$ cat config.mk
export PLATFORM = sky130hd
export DESIGN_NAME = jsd_cell
export DESIGN_NICKNAME = d
export VERILOG_FILES = /design/src/hdl/jsd_pkg.sv /design/src/hdl/jsd_cell.sv
export SDC_FILE = /design/constraint.sdc
export NUM_CORES = 1
export LEC_CHECK = 0
export ABC_CLOCK_PERIOD_IN_PS = 10400
export BUFFER_PORTS_ARGS = -buffer_cell sky130_fd_sc_hd__buf_2
export CAP_MARGIN = 5
export CORE_AREA = 2 2 95 97
export DETAILED_ROUTE_END_ITERATION = 7
export DIE_AREA = 0 0 97 99
export HOLD_SLACK_MARGIN = 0.12
export PLACE_DENSITY = 0.82
export SETUP_SLACK_MARGIN = 0.05
export SKIP_CTS_REPAIR_TIMING = 1
export SLEW_MARGIN = 10
export SYNTH_ARGS = -nofsm -noshare
export SYNTH_HDL_FRONTEND = slang
export SYNTH_SLANG_ARGS = --single-unit
$ cat constraint.sdc
create_clock -name clk -period 10.4 [get_ports clk]
set_input_delay 1.56 -clock clk [delete_from_list [all_inputs] [get_ports clk]]
set_output_delay 1.56 -clock clk [all_outputs]
set_load 0.02 [all_outputs]
$ cat src/hdl/jsd_pkg.sv
`timescale 1ns / 1ps
// ----------------------------------------------------------------------------
// jsd_pkg
// Shared types, sizes and helpers for the job sequencing block.
// ----------------------------------------------------------------------------
package jsd_pkg;

  localparam int MAX_JOBS   = 32;
  localparam int MAX_SLOTS  = 32;
  localparam int TAG_W      = 32;
  localparam int DL_W       = 6;
  localparam int PROFIT_W   = 20;
  localparam int SUM_W      = 25;
  localparam int CNT_W      = $clog2(MAX_JOBS + 1);
  localparam int SLOT_IDX_W = $clog2(MAX_SLOTS);

  typedef struct packed {
    logic [TAG_W-1:0]    tag;
    logic [DL_W-1:0]     deadline;
    logic [PROFIT_W-1:0] profit;
  } job_t;

  typedef struct packed {
    logic valid;
    job_t job;
  } cell_t;

  typedef struct packed {
    logic push;
    logic pop;
  } chain_ctl_t;

  typedef struct packed {
    logic place;
    logic clear;
  } slot_ctl_t;

  typedef enum logic [1:0] {
    S_LOAD,
    S_PLACE,
    S_EMIT
  } state_t;

  // slots 1..d as bits 0..d-1
  function automatic logic [MAX_SLOTS-1:0] low_mask(input logic [DL_W-1:0] d);
    logic [MAX_SLOTS-1:0] m;
    for (int i = 0; i < MAX_SLOTS; i++) begin
      m[i] = (DL_W'(i) < d);
    end
    return m;
  endfunction

  function automatic logic [SLOT_IDX_W-1:0] top_bit(input logic [MAX_SLOTS-1:0] v);
    logic [SLOT_IDX_W-1:0] idx;
    idx = '0;
    for (int i = 0; i < MAX_SLOTS; i++) begin
      if (v[i]) idx = SLOT_IDX_W'(i);
    end
    return idx;
  endfunction

endpackage

$ cat src/hdl/jsd_cell.sv
`timescale 1ns / 1ps
// ----------------------------------------------------------------------------
// jsd_cell
// One sorter cell: holds a job, ordered by profit, highest at the head.
// ----------------------------------------------------------------------------
module jsd_cell (
  input  logic                clk,
  input  logic                rst,
  input  jsd_pkg::chain_ctl_t ctl,
  input  jsd_pkg::job_t       new_job,
  input  jsd_pkg::cell_t      prev_cell,
  input  logic                prev_beat,
  input  jsd_pkg::cell_t      next_cell,
  output logic                beat,
  output jsd_pkg::cell_t      held
);

  // strict compare keeps equal profits in arrival order
  assign beat = !held.valid || (new_job.profit > held.job.profit);

  always_ff @(posedge clk) begin
    if (rst) begin
      held.valid <= 1'b0;
    end else if (ctl.pop) begin
      held <= next_cell;
    end else if (ctl.push) begin
      if (prev_beat) begin
        held <= prev_cell;
      end else if (beat) begin
        held.valid <= 1'b1;
        held.job   <= new_job;
      end
    end
  end

endmodule

Word-level counts from Yosys, hierarchy flattened

Index checks and enable logic that the tools add are counted.

Logic and storage cells: 16
Output and inout bits: 60
Bits in registers: 59
Input bits: 181

Order comparisons: 1
Bitwise gates (word level): 1
Reduce and logical (&&, ||, !) cells: 6
Multiplexer cells: 4

Operators with widths:

| cell              | number |
|---|---|
| $mux 59           | 4 |
| $gt 20x20->1      | 1 |
| $reduce_and 3->1  | 1 |
| $reduce_bool 3->1 | 1 |
| $reduce_and 2->1  | 1 |
| $reduce_bool 2->1 | 1 |
| $logic_not 1->1   | 1 |
| $logic_or 1x1->1  | 1 |
| $not 1->1         | 1 |

Depth between registers and ports, before layout

Word-level depth: 6
Depth in mapped cells: 7

Least setup slack after synthesis

Ideal clock, no wire load.

Path kind: input port to flip-flop
From: input new_job[19] (netlist name)
To: register held[0] (netlist name) (enable)
Stages: 6
Setup time: 474 ps
Arrival: 5197 ps
Required time: 9926 ps
Slack: 4729 ps
Cell sequence: ha_1 > nand4_4 > nor4_4 > o311a_1 > o41ai_2 > a311oi_2

Cells in the longest elaborated chain, start to end: 4

Ends and longest elaborated chain:

| what                               | RTL line       | text |
|---|---|---|
| from (decl)                        | jsd_cell.sv:10 | `input jsd_pkg::job_t new_job,` |
| $gt 20x20->1                       | jsd_cell.sv:19 | `assign beat = !held.valid \|\| (new_job.profit > held.job.profit);` |
| $logic_or 1x1->1                   | jsd_cell.sv:19 |  |
| $reduce_bool 3->1 (no source line) | -              |  |
| $reduce_and 3->1 (no source line)  | -              |  |
| to (signal assigned)               | jsd_cell.sv:25 | `held <= next_cell;` |
| to (signal assigned)               | jsd_cell.sv:28 | `held <= prev_cell;` |
| to (decl)                          | jsd_cell.sv:15 | `output jsd_pkg::cell_t held` |

Every way passes these cells.
A chain may end at the register's enable or synchronous reset.

Final worst setup path

From: input new_job[1] (netlist name)
To: output beat

Cells in the longest elaborated chain, start to end: 2

Ends and longest elaborated chain:

| what             | RTL line       | text |
|---|---|---|
| $gt 20x20->1     | jsd_cell.sv:19 |  |
| $logic_or 1x1->1 | jsd_cell.sv:19 |  |
| to (decl)        | jsd_cell.sv:14 | `output logic beat,` |

Every way passes these cells.

==> reports/qor.txt <==
fin crit period -> 4940 ps
top-area cell type share of the netlist area -> 49.4%
clk slew on worst S/H paths -> 60 ps
largest net degree at the start of global routing -> 121
share of layout cells above drive strength 1 -> 45.3%
CP startpoint kind -> primary input
final hold violations -> 0
worst rel slew slack -> 32.2%
Cell Pwr Density -> 121 nW/um^2
max reg flops -> 59
Syn Area/Cell -> 10.6 sq um
CP Data Required Time -> 8840 ps
initial core utilization -> 41.2%
Setup Total Neg Slack -> 0 ps
CTS tree -> done
dpl hpwl -> 7700 microns
Post-Syn Area -> 3520 sq um
worst ir drop on vdd -> 0.0828 mV
ys flop type -> edfxtp_1
CP arrival -> 3380 ps
clk_lat worst skew -> 320 ps
status -> finished, final reports clean
Vias -> 3,374
fill cell count -> 759
register area share after synthesis -> 50.0%
TritonCTS Sinks -> 59
number of remaining DRC errors -> 0
Detail Route Antenna Nets -> 0
#FFs+latches synth -> 59
Hold Crit Class -> reg2reg
fin crit share -> 47.5%
final wirelength -> 9870 microns
GR Overflow Total -> 0
Max Slew Vio Count -> 0
first-pass GRT wire length -> 15,800 microns
initial antenna violation count -> 0
Max Clock Freq -> 202 MHz
H-tree Lvls -> 3
worst slew pin tran -> 1020 ps
PortBufs -> 240
RSZ-0062 raised after global routing -> no
syn nets -> 534
most area-consuming cells after synthesis -> edfxtp_1, mux2i_1, o21ai_0
Pleak -> 2.51 nW
violation count after the first detailed-routing iteration -> 104
Setup Viol. Count Final -> 0
max-cap violation count -> 0
Final GP Congestion -> 0.865
core area -> 8550 sq um
Worst Path Max Fanout -> 2
routed vias/inst -> 4.98
Die X -> 97 microns
most common cell after layout, fill and taps aside -> buf_2
Worst Skew -> 10.5 ps
Post-synth EDFFs -> 58
post-synthesis cell type count -> 26
Syn. warnings -> 0
Area Overhead vs Synth -> 40.7%
Die H -> 99 microns
Pre-Repair DR Iteration Count -> 4
Largest Register -> held
routed len/inst -> 14.6 microns
Cell Rows -> 34
biggest regs -> held: 59 flops
Clock Tree Buf Depth -> 2
# IOs -> 241
nets -> 767
CTS Root Buffer Type -> clkbuf_8
cell count after synthesis -> 333
Power Total -> 599 uW
area of the die -> 9600 sq um
asr flop ratio synth -> 0%
Num CTS Buffers -> 9
# diodes -> 0
Setup Crit Path Kind -> in2out
reg-to-reg slack, setup -> 7440 ps
Crit. End Element -> output pin
commonest non-fill, non-tap cells in the layout -> buf_2, nand2_1, o21ai_0
all-layer global routing usage -> 20.4%
vias in the first global route -> 3,556
Yosys top cell by area -> edfxtp_1
## path summary, 6_finish.rpt
check	from	endpoint	cells past startpoint
max reg2reg	held[19]	held[15]	8
min reg2reg	held[58]	held[58]	4
min	held[58]	held[58]	4
max	new_job[1]	beat	8
## through the flow
| step | util [%] | cells | instance area, sq um | setup WS [ps] | hold slack (ps) |
|---|---|---|---|---|---|
| after floorplan | - | 333 | 3520 | 4730 | 796 |
| after global placement | 56.2 | 663 | 4810 | 5550 | 796 |
| after detailed placement | 56.2 | 663 | 4810 | 5490 | 818 |
| after CTS | 58.0 | 678 | 4960 | 5470 | 829 |
| after global routing | 58.0 | 678 | 4960 | 5390 | 891 |
| final | 58.0 | 678 | 4960 | 5460 | 824 |
## cells in the mapped netlist, drive strengths merged, types with 2 or more instances
master and instances:
nor2 5, nor3 2, clkbuf 14, nand2 66, ha 20, edfxtp 58
a21oi 9, buf 6, o21ai 60, nand4 2, mux2i 58, inv 20
## power breakdown
group	switching [mW]	leakage (nW)	total (mW)	internal, mW
Combinational	0.0820	1.86	0.144	0.0620
Sequential	0.00535	0.570	0.289	0.284
Clock	0.0839	0.0784	0.166	0.0818
## area by class of cell
type | count | area [sq um] | area share, %
tap | 108 | 135 | 2.73
sequential | 59 | 1760 | 35.5
multi-input combinational | 234 | 1620 | 32.6
clock inverter | 5 | 21.3 | 0.429
timing repair buffer | 242 | 1220 | 24.6
inverter | 20 | 75.1 | 1.51
clock buffer | 10 | 128 | 2.57
## critical path, cell delays in order
cell     delay (ps)
buf_2           120
ha_1            310
nor2b_1         140
o211a_1         210
o311a_1         370
o41ai_2         370
nand2_1         120
buf_2           180
## per-layer routing
layer | part of all wire, % | up-vias | GRT usage (%)
met4 | 1.6 | 0 | 7.58
li1 | - | 1665 | -
met5 | 0 | - | 0
met2 | 54 | 153 | 39.5
met1 | 37 | 1540 | 20.8
met3 | 7.7 | 16 | 5.67
## logic make-up after synthesis
family	synth area share, %
buffers and inverters	4.47
AND/OR/NAND/NOR	9.98
AO/OA/AOI/OAI	12.0
flip-flops	50.0
adder cells (fa/ha/maj)	7.10
multiplexers	16.5
Note: power is estimated with default switching activity, not from simulation.
