**src/hdl/jsd_pkg.sv**
```systemverilog
`timescale 1ns / 1ps
// ----------------------------------------------------------------------------
// jsd_pkg
// Shared types, sizes and helpers for the job sequencing block.
// ----------------------------------------------------------------------------
package jsd_pkg;

  localparam int MAX_JOBS   = 32;
  localparam int MAX_SLOTS  = 32;
  localparam int TAG_W      = 32;
  localparam int DL_W       = 6;
  localparam int PROFIT_W   = 20;
  localparam int SUM_W      = 25;
  localparam int CNT_W      = $clog2(MAX_JOBS + 1);
  localparam int SLOT_IDX_W = $clog2(MAX_SLOTS);

  typedef struct packed {
    logic [TAG_W-1:0]    tag;
    logic [DL_W-1:0]     deadline;
    logic [PROFIT_W-1:0] profit;
  } job_t;

  typedef struct packed {
    logic valid;
    job_t job;
  } cell_t;

  typedef struct packed {
    logic push;
    logic pop;
  } chain_ctl_t;

  typedef struct packed {
    logic place;
    logic clear;
  } slot_ctl_t;

  typedef enum logic [1:0] {
    S_LOAD,
    S_PLACE,
    S_EMIT
  } state_t;

  // slots 1..d as bits 0..d-1
  function automatic logic [MAX_SLOTS-1:0] low_mask(input logic [DL_W-1:0] d);
    logic [MAX_SLOTS-1:0] m;
    for (int i = 0; i < MAX_SLOTS; i++) begin
      m[i] = (DL_W'(i) < d);
    end
    return m;
  endfunction

  function automatic logic [SLOT_IDX_W-1:0] top_bit(input logic [MAX_SLOTS-1:0] v);
    logic [SLOT_IDX_W-1:0] idx;
    idx = '0;
    for (int i = 0; i < MAX_SLOTS; i++) begin
      if (v[i]) idx = SLOT_IDX_W'(i);
    end
    return idx;
  endfunction

endpackage

```
**src/hdl/jsd_slots.sv**
```systemverilog
`timescale 1ns / 1ps
// ----------------------------------------------------------------------------
// jsd_slots
// Slot table: latest free slot search, slot contents and profit total.
// ----------------------------------------------------------------------------
module jsd_slots (
  input  logic                                clk,
  input  logic                                rst,
  input  jsd_pkg::slot_ctl_t                  ctl,
  input  jsd_pkg::job_t                       job,
  input  logic [jsd_pkg::SLOT_IDX_W-1:0]      rd_idx,
  output logic                                rd_used,
  output logic [jsd_pkg::TAG_W-1:0]           rd_tag,
  output logic [jsd_pkg::PROFIT_W-1:0]        rd_profit,
  output logic [jsd_pkg::SUM_W-1:0]           sum
);

  logic [jsd_pkg::MAX_SLOTS-1:0]  used;
  logic [jsd_pkg::TAG_W-1:0]      tags    [jsd_pkg::MAX_SLOTS];
  logic [jsd_pkg::PROFIT_W-1:0]   profits [jsd_pkg::MAX_SLOTS];
  logic [jsd_pkg::MAX_SLOTS-1:0]  cand;
  logic                           hit;
  logic [jsd_pkg::SLOT_IDX_W-1:0] wr_idx;

  assign cand   = ~used & jsd_pkg::low_mask(job.deadline);
  assign hit    = |cand;
  assign wr_idx = jsd_pkg::top_bit(cand);

  always_ff @(posedge clk) begin
    if (rst || ctl.clear) begin
      used <= '0;
      sum  <= '0;
    end else if (ctl.place && hit) begin
      used[wr_idx] <= 1'b1;
      sum          <= sum + jsd_pkg::SUM_W'(job.profit);
    end
  end

  always_ff @(posedge clk) begin
    if (ctl.place && hit) begin
      tags[wr_idx]    <= job.tag;
      profits[wr_idx] <= job.profit;
    end
  end

  assign rd_used   = used[rd_idx];
  assign rd_tag    = rd_used ? tags[rd_idx] : '0;
  assign rd_profit = rd_used ? profits[rd_idx] : '0;

endmodule

```
**config.mk**
```make
export PLATFORM = sky130hd
export DESIGN_NAME = jsd_slots
export DESIGN_NICKNAME = d
export VERILOG_FILES = /design/src/hdl/jsd_pkg.sv /design/src/hdl/jsd_slots.sv
export SDC_FILE = /design/constraint.sdc
export NUM_CORES = 1
export LEC_CHECK = 0
export BUFFER_PORTS_ARGS = -buffer_cell sky130_fd_sc_hd__buf_2
export CORE_MARGIN = 4
export CORE_UTILIZATION = 53
export CTS_CLUSTER_SIZE = 10
export DETAILED_ROUTE_END_ITERATION = 10
export GPL_ROUTABILITY_DRIVEN = 0
export PLACE_DENSITY = 0.81
export SLEW_MARGIN = 20
export SYNTH_ARGS = -nofsm -noshare
export SYNTH_HDL_FRONTEND = slang
export SYNTH_SLANG_ARGS = --single-unit
export TNS_END_PERCENT = 5
```
**constraint.sdc**
```tcl
create_clock -name clk -period 13.1 [get_ports clk]
set_input_delay 2.62 -clock clk [delete_from_list [all_inputs] [get_ports clk]]
set_output_delay 2.62 -clock clk [all_outputs]
set_load 0.01 [all_outputs]
```
[Yosys cells after proc, flatten, opt, wreduce, memory -nomap -nowiden]
Memory sizes are Yosys's and may differ from the RTL's.
Index checks and enable logic that the tools add are counted.
Cells by class
  order comparisons: 35
  mux-type cells: 39
  reduce and logical (&&, ||, !) cells: 4
  bitwise logic cells: 3
  add/subtract/negate cells: 1
Operators with widths (count)
  $mux W5: 30
  $lt A5 B6 Y1 const A: 16
  $lt A4 B6 Y1 const A: 8
  $and A32 B32 Y32: 1
  $mux W32: 1
  $not A32 Y32: 1
  $or A32 B32 Y32: 1
  $reduce_or A32 Y1: 1
  $add A25 B20 Y25: 1
  $lt A3 B6 Y1 const A: 4
  $mux W20: 1
  $lt A1 B6 Y1 const A: 2
  $lt A2 B6 Y1 const A: 2
  $lt A5 B6 Y1 const B: 2
  $bmux W1 S5: 1
  $demux W1 S5: 1
  $ge A5 B1 Y1 const B: 1
  $mux W1: 5
  $logic_and A1 B1 Y1: 2
  $logic_or A1 B1 Y1: 1
Word-level totals
  word-level logic and storage cells: 86
  bits in writable memories: 1664
  register bits after elaboration: 57
  memories kept: 2
  input port bits: 67
  output and inout bits: 78
Memories
  tags: depth 32, width 32, rd ports 1, clocked after Yosys merged registers in 0, wr ports 1, RTL line jsd_slots.sv:19  | logic [jsd_pkg::TAG_W-1:0] tags [jsd_pkg::MAX_SLOTS];
  profits: depth 32, width 20, rd ports 1, clocked after Yosys merged registers in 0, wr ports 1, RTL line jsd_slots.sv:20  | logic [jsd_pkg::PROFIT_W-1:0] profits [jsd_pkg::MAX_SLOTS];

[Logic depth before layout (Yosys ltp)]
  depth after elaboration: 38
  depth in mapped cells: 13
  mapped depth without buffers: 12

[Worst setup path before layout]
Ideal clock, no wire load.
  kind: input-to-output
  start point: in rd_idx[0] (netlist bit)
  end point: out rd_profit[0] (netlist bit)
  path slack: 5352 ps
  cell stages on the path: 8
  buffers on the path: 4
  required time: 10480 ps
  arrival: 5128 ps
  cell sequence: buf_2 buf_2 clkbuf_1 buf_1 mux4_2 mux4_2 mux2i_1 nor2_1
Between the ends
  word-level cells in the longest chain between the ends: 3
  elaborated cells on any way between the ends: 4
  classes of those cells: 3 x mux; 1 x memory
Ends and longest elaborated chain
  start: declaration: RTL line jsd_slots.sv:11  | input logic [jsd_pkg::SLOT_IDX_W-1:0] rd_idx,
  $bmux W1 S5: RTL line jsd_slots.sv:46  | assign rd_used = used[rd_idx];
  $mux W1 (not written as such): RTL line jsd_slots.sv:46
  $mux W20 *: RTL line jsd_slots.sv:48  | assign rd_profit = rd_used ? profits[rd_idx] : '0;
  end: declaration: RTL line jsd_slots.sv:14  | output logic [jsd_pkg::PROFIT_W-1:0] rd_profit,
Every way passes the cells marked *; elsewhere a longest branch is shown, timed or not. The select of a mux whose other input is x is not followed.

[Worst setup path after layout]
  start point: in rd_idx[0] (netlist bit)
  end point: out rd_profit[18] (netlist bit)
Same word-level chain as after synthesis.

==> impl_results.md <==
- Hold crit path type: reg -> reg
- Root Buffer: clkbuf_16
- Setup repair bufs after CTS: 0
- FFs w/ async S/R, synth: 0%
- Sink Count: 1,721
- Max VDD drop: between 0.15 and 0.2 mV
- Type of the worst setup path: in -> out
- Area of the multi-input gates: roughly 16,000 sq um
- Crit path launch type: input port
- First-pass GRT wire length: ~260,000 um
- Vias after detailed routing: roughly 35,000
- IO Count: about 150
- Reg area: between 50,000 and 60,000 sq um
- H-tree depth: 4
- Met3 usage: ~6.5%
- # resized after CTS: 0
- Synthesized cell area: ~67,000 sq um
- DIE WIDTH: around 360 um
- GRT Resource Usage Total: between 20% and 30%
- Total CTS buffers: between 150 and 200
- Crit path buffers/inverters: 4
- Clock Path Buffers: 3
- Met2 Use GR: 46.3%
- Post-synthesis sequential area ratio: about three quarters
- Cell family with most CP delay: buffers and inverters
- Initial Utilization: around 53%
- Place WS: roughly 4 ns
- Status: completed
- Synth area leader: edfxtp_1
- Layout cell share with drive strength beyond 1: a little under a third
- Initial DRC Count: 6,113
- Largest net degree at the start of global routing: between 100 and 150
- Crit-path cells: buf_8, buf_12, buf_4, mux4_2, mux4_2, mux2i_1, nor2_1, buf_2
- Core Footprint: about 130,000 sq um
- Avg Cell Area, Syn: ~23 sq um
- Power Density: roughly 150 nW/um^2
- CTS tree: built
- Slew Limit Fails: 0
- Final Power: between 10 and 15 mW
- Skew final: about 0.058 ns
- Tightest Pin Transition: 1.14 ns
- Worst-path clk slew: ~0.050 ns
- Setup_tns: 0 ns
- Ys flop type: edfxtp_1
- Area grow syn2layout: 12.6%
- DRC: 0
- Tcrit/Tclk final: about 69%
- Final #Nets: roughly 3,300
- Clk Latency, worst-skew pair: approximately 0.84 ns
- Yosys reg bits: between 1,500 and 2,000
- Worst path max stage delay: 0.72 ns
- Utilization after layout: about 60%
- Die area: between 100,000 and 150,000 sq um
- Worst EP arrival: 6.40 ns
- Final hold vios: 0
- Routed Antenna Nets: 0
- Initial antenna violation count: 8
- Crit end category: output pin
- Max FO, Critical Path: between 100 and 150
- Fmax: ~0.11 GHz
- Relative slew slack: 23.7%
- LEAKAGE: between 20 and 25 nW
- DRT Wirelength: 187,000 um
- Flop-to-flop setup slack: 8.18 ns
- Unrepaired setup endpoints after global routing: false
- Remaining Overflow, GRT: 0
- Dpl hpwl: between 80,000 and 90,000 um
- Yosys warns: 0
- WL/cell: about 38 um
- Final min period: around 9.0 ns
- Final setup margin: 4.08 ns
- GR Util met1: between 30% and 40%
- Worst endpoint required time: between 10 and 15 ns
- Die height: roughly 360 um
- First-pass detailed-route iteration total: 6
- Port Buf Inserts: roughly 140
- Max cap viols: 0
- Post-synth cell types: 72
- Setup-failing EPs final: 0
- Area contributors post-synth: edfxtp_1 74%, mux4_2 18%, dfxtp_1 1.7%
- GR peak layer: met2
- EDFF count, synth: around 1,700
- Net Count, Synth: 3,044
- Layout filler cell count: 8,150
- Top-area cell type share of the netlist area: 74.3%
- Cells after Synth: about 3,000
- Worst path slowest cell: buf_12
- Vias per inst: between 7 and 8
- # hold bufs at CTS: 0
- Vias in the first global route: around 36,000
- CP most frequent cell: mux4_2
- Num rows: 130
-- worst reg2reg max path: stages, from the launching register on --
cell     delay (ns)
dfxtp_1        0.41
nor2_1         0.08
o21ai_0        0.33
nor2b_1        0.67
nand3_1        0.30
nor4b_2        0.51
nand3_1        0.48
nor2_4         0.74
buf_4          0.85
-- kinds of logic (layout without fill, tap and decap cells) --
kind of cell             count (synthesis)  count (layout)  synth area share, %
AO/OA/AOI/OAI                          185             185                 1.95
XOR/XNOR                                17              17                0.222
adder cells (fa/ha/maj)                 21              21                0.402
buffers and inverters                  175             468                 1.08
flip-flops                            1721            1721                 76.0
multiplexers                           583             583                 18.5
other                                    0               3                    0
AND/OR/NAND/NOR                        254             254                 1.76
-- Yosys cell counts (7+ instances only) --
cell type,number
a211oi_1,12
buf_1,37
mux4_2,530
ha_1,20
nand2_1,63
nor2_1,118
o21a_1,18
inv_1,17
a22o_1,16
nor3_1,10
o21ai_0,22
a21oi_1,45
buf_2,14
nand2b_1,10
clkbuf_1,100
mux2i_1,53
edfxtp_1,1664
nand3_1,10
dfxtp_1,57
or3_1,7
a21o_1,10
o31ai_1,12
xnor2_1,15
-- cell type report --
type / instances / share of cell area, %
Timing Repair Buffer: 213 / 1.91
Clock inverter: 21 / 0.481
Tap cell: 1650 / 2.73
Sequential cell: 1721 / 67.5
Antenna cell: 3 / 0.00992
Multi-Input combinational cell: 1060 / 20.7
Inverter: 17 / 0.0843
Clock buffer: 217 / 6.57
-- registers in the layout, indices dropped and copies added (netlist names) --
signal / cells
sum: 25
tags: 1024
used: 32
profits: 640
-- path summary, 6_finish.rpt --
check | startpoint | end | cells after the start
worst max-delay path | rd_idx[0] | rd_profit[18] | 8
worst min-delay path | sum[10] | sum[10] | 2
worst max register to register | used[29] | profits[0][5] | 8
worst min register to register | sum[10] | sum[10] | 2
-- cell usage in the layout, fill, tap and decap left out, types with 17 or more instances in the layout --
master | netlist | layout
mux4_2 | 530 | 530
dfxtp_1 | 57 | 57
nor2_4 | 0 | 32
ha_1 | 20 | 20
clkbuf_1 | 100 | 20
a21oi_1 | 45 | 45
nand2_1 | 63 | 63
buf_4 | 1 | 59
o21a_1 | 18 | 18
nor2_1 | 118 | 85
o21ai_0 | 22 | 22
clkbuf_16 | 0 | 194
mux2i_1 | 53 | 52
buf_2 | 14 | 139
inv_1 | 17 | 17
edfxtp_1 | 1664 | 1664
-- routing by layer --
metal	wire length, um	vias up
met5	47	-
met4	10300	6
met3	21300	686
met2	94600	3049
met1	61200	17993
li1	-	13001
-- through the flow --
stage / std cells / cell area [sq um] / hold WS (ns)
5_1_grt: 4899 / 75700 / 0.497
6_report: 4902 / 75700 / 0.470
3_5_place_dp: 4654 / 70100 / 0.464
2_1_floorplan: 2956 / 67200 / 0.433
3_3_place_gp: 4653 / 70100 / 0.454
4_1_cts: 4892 / 75500 / 0.473
-- power by group --
| part | switching, mW | internal [mW] | leakage, nW |
|---|---|---|---|
| Combinational | 0.360 | 0.232 | 5.93 |
| Clock | 2.15 | 2.67 | 2.59 |
| Sequential | 0.0169 | 6.09 | 15.5 |
Note: power is estimated with default switching activity, not from simulation.
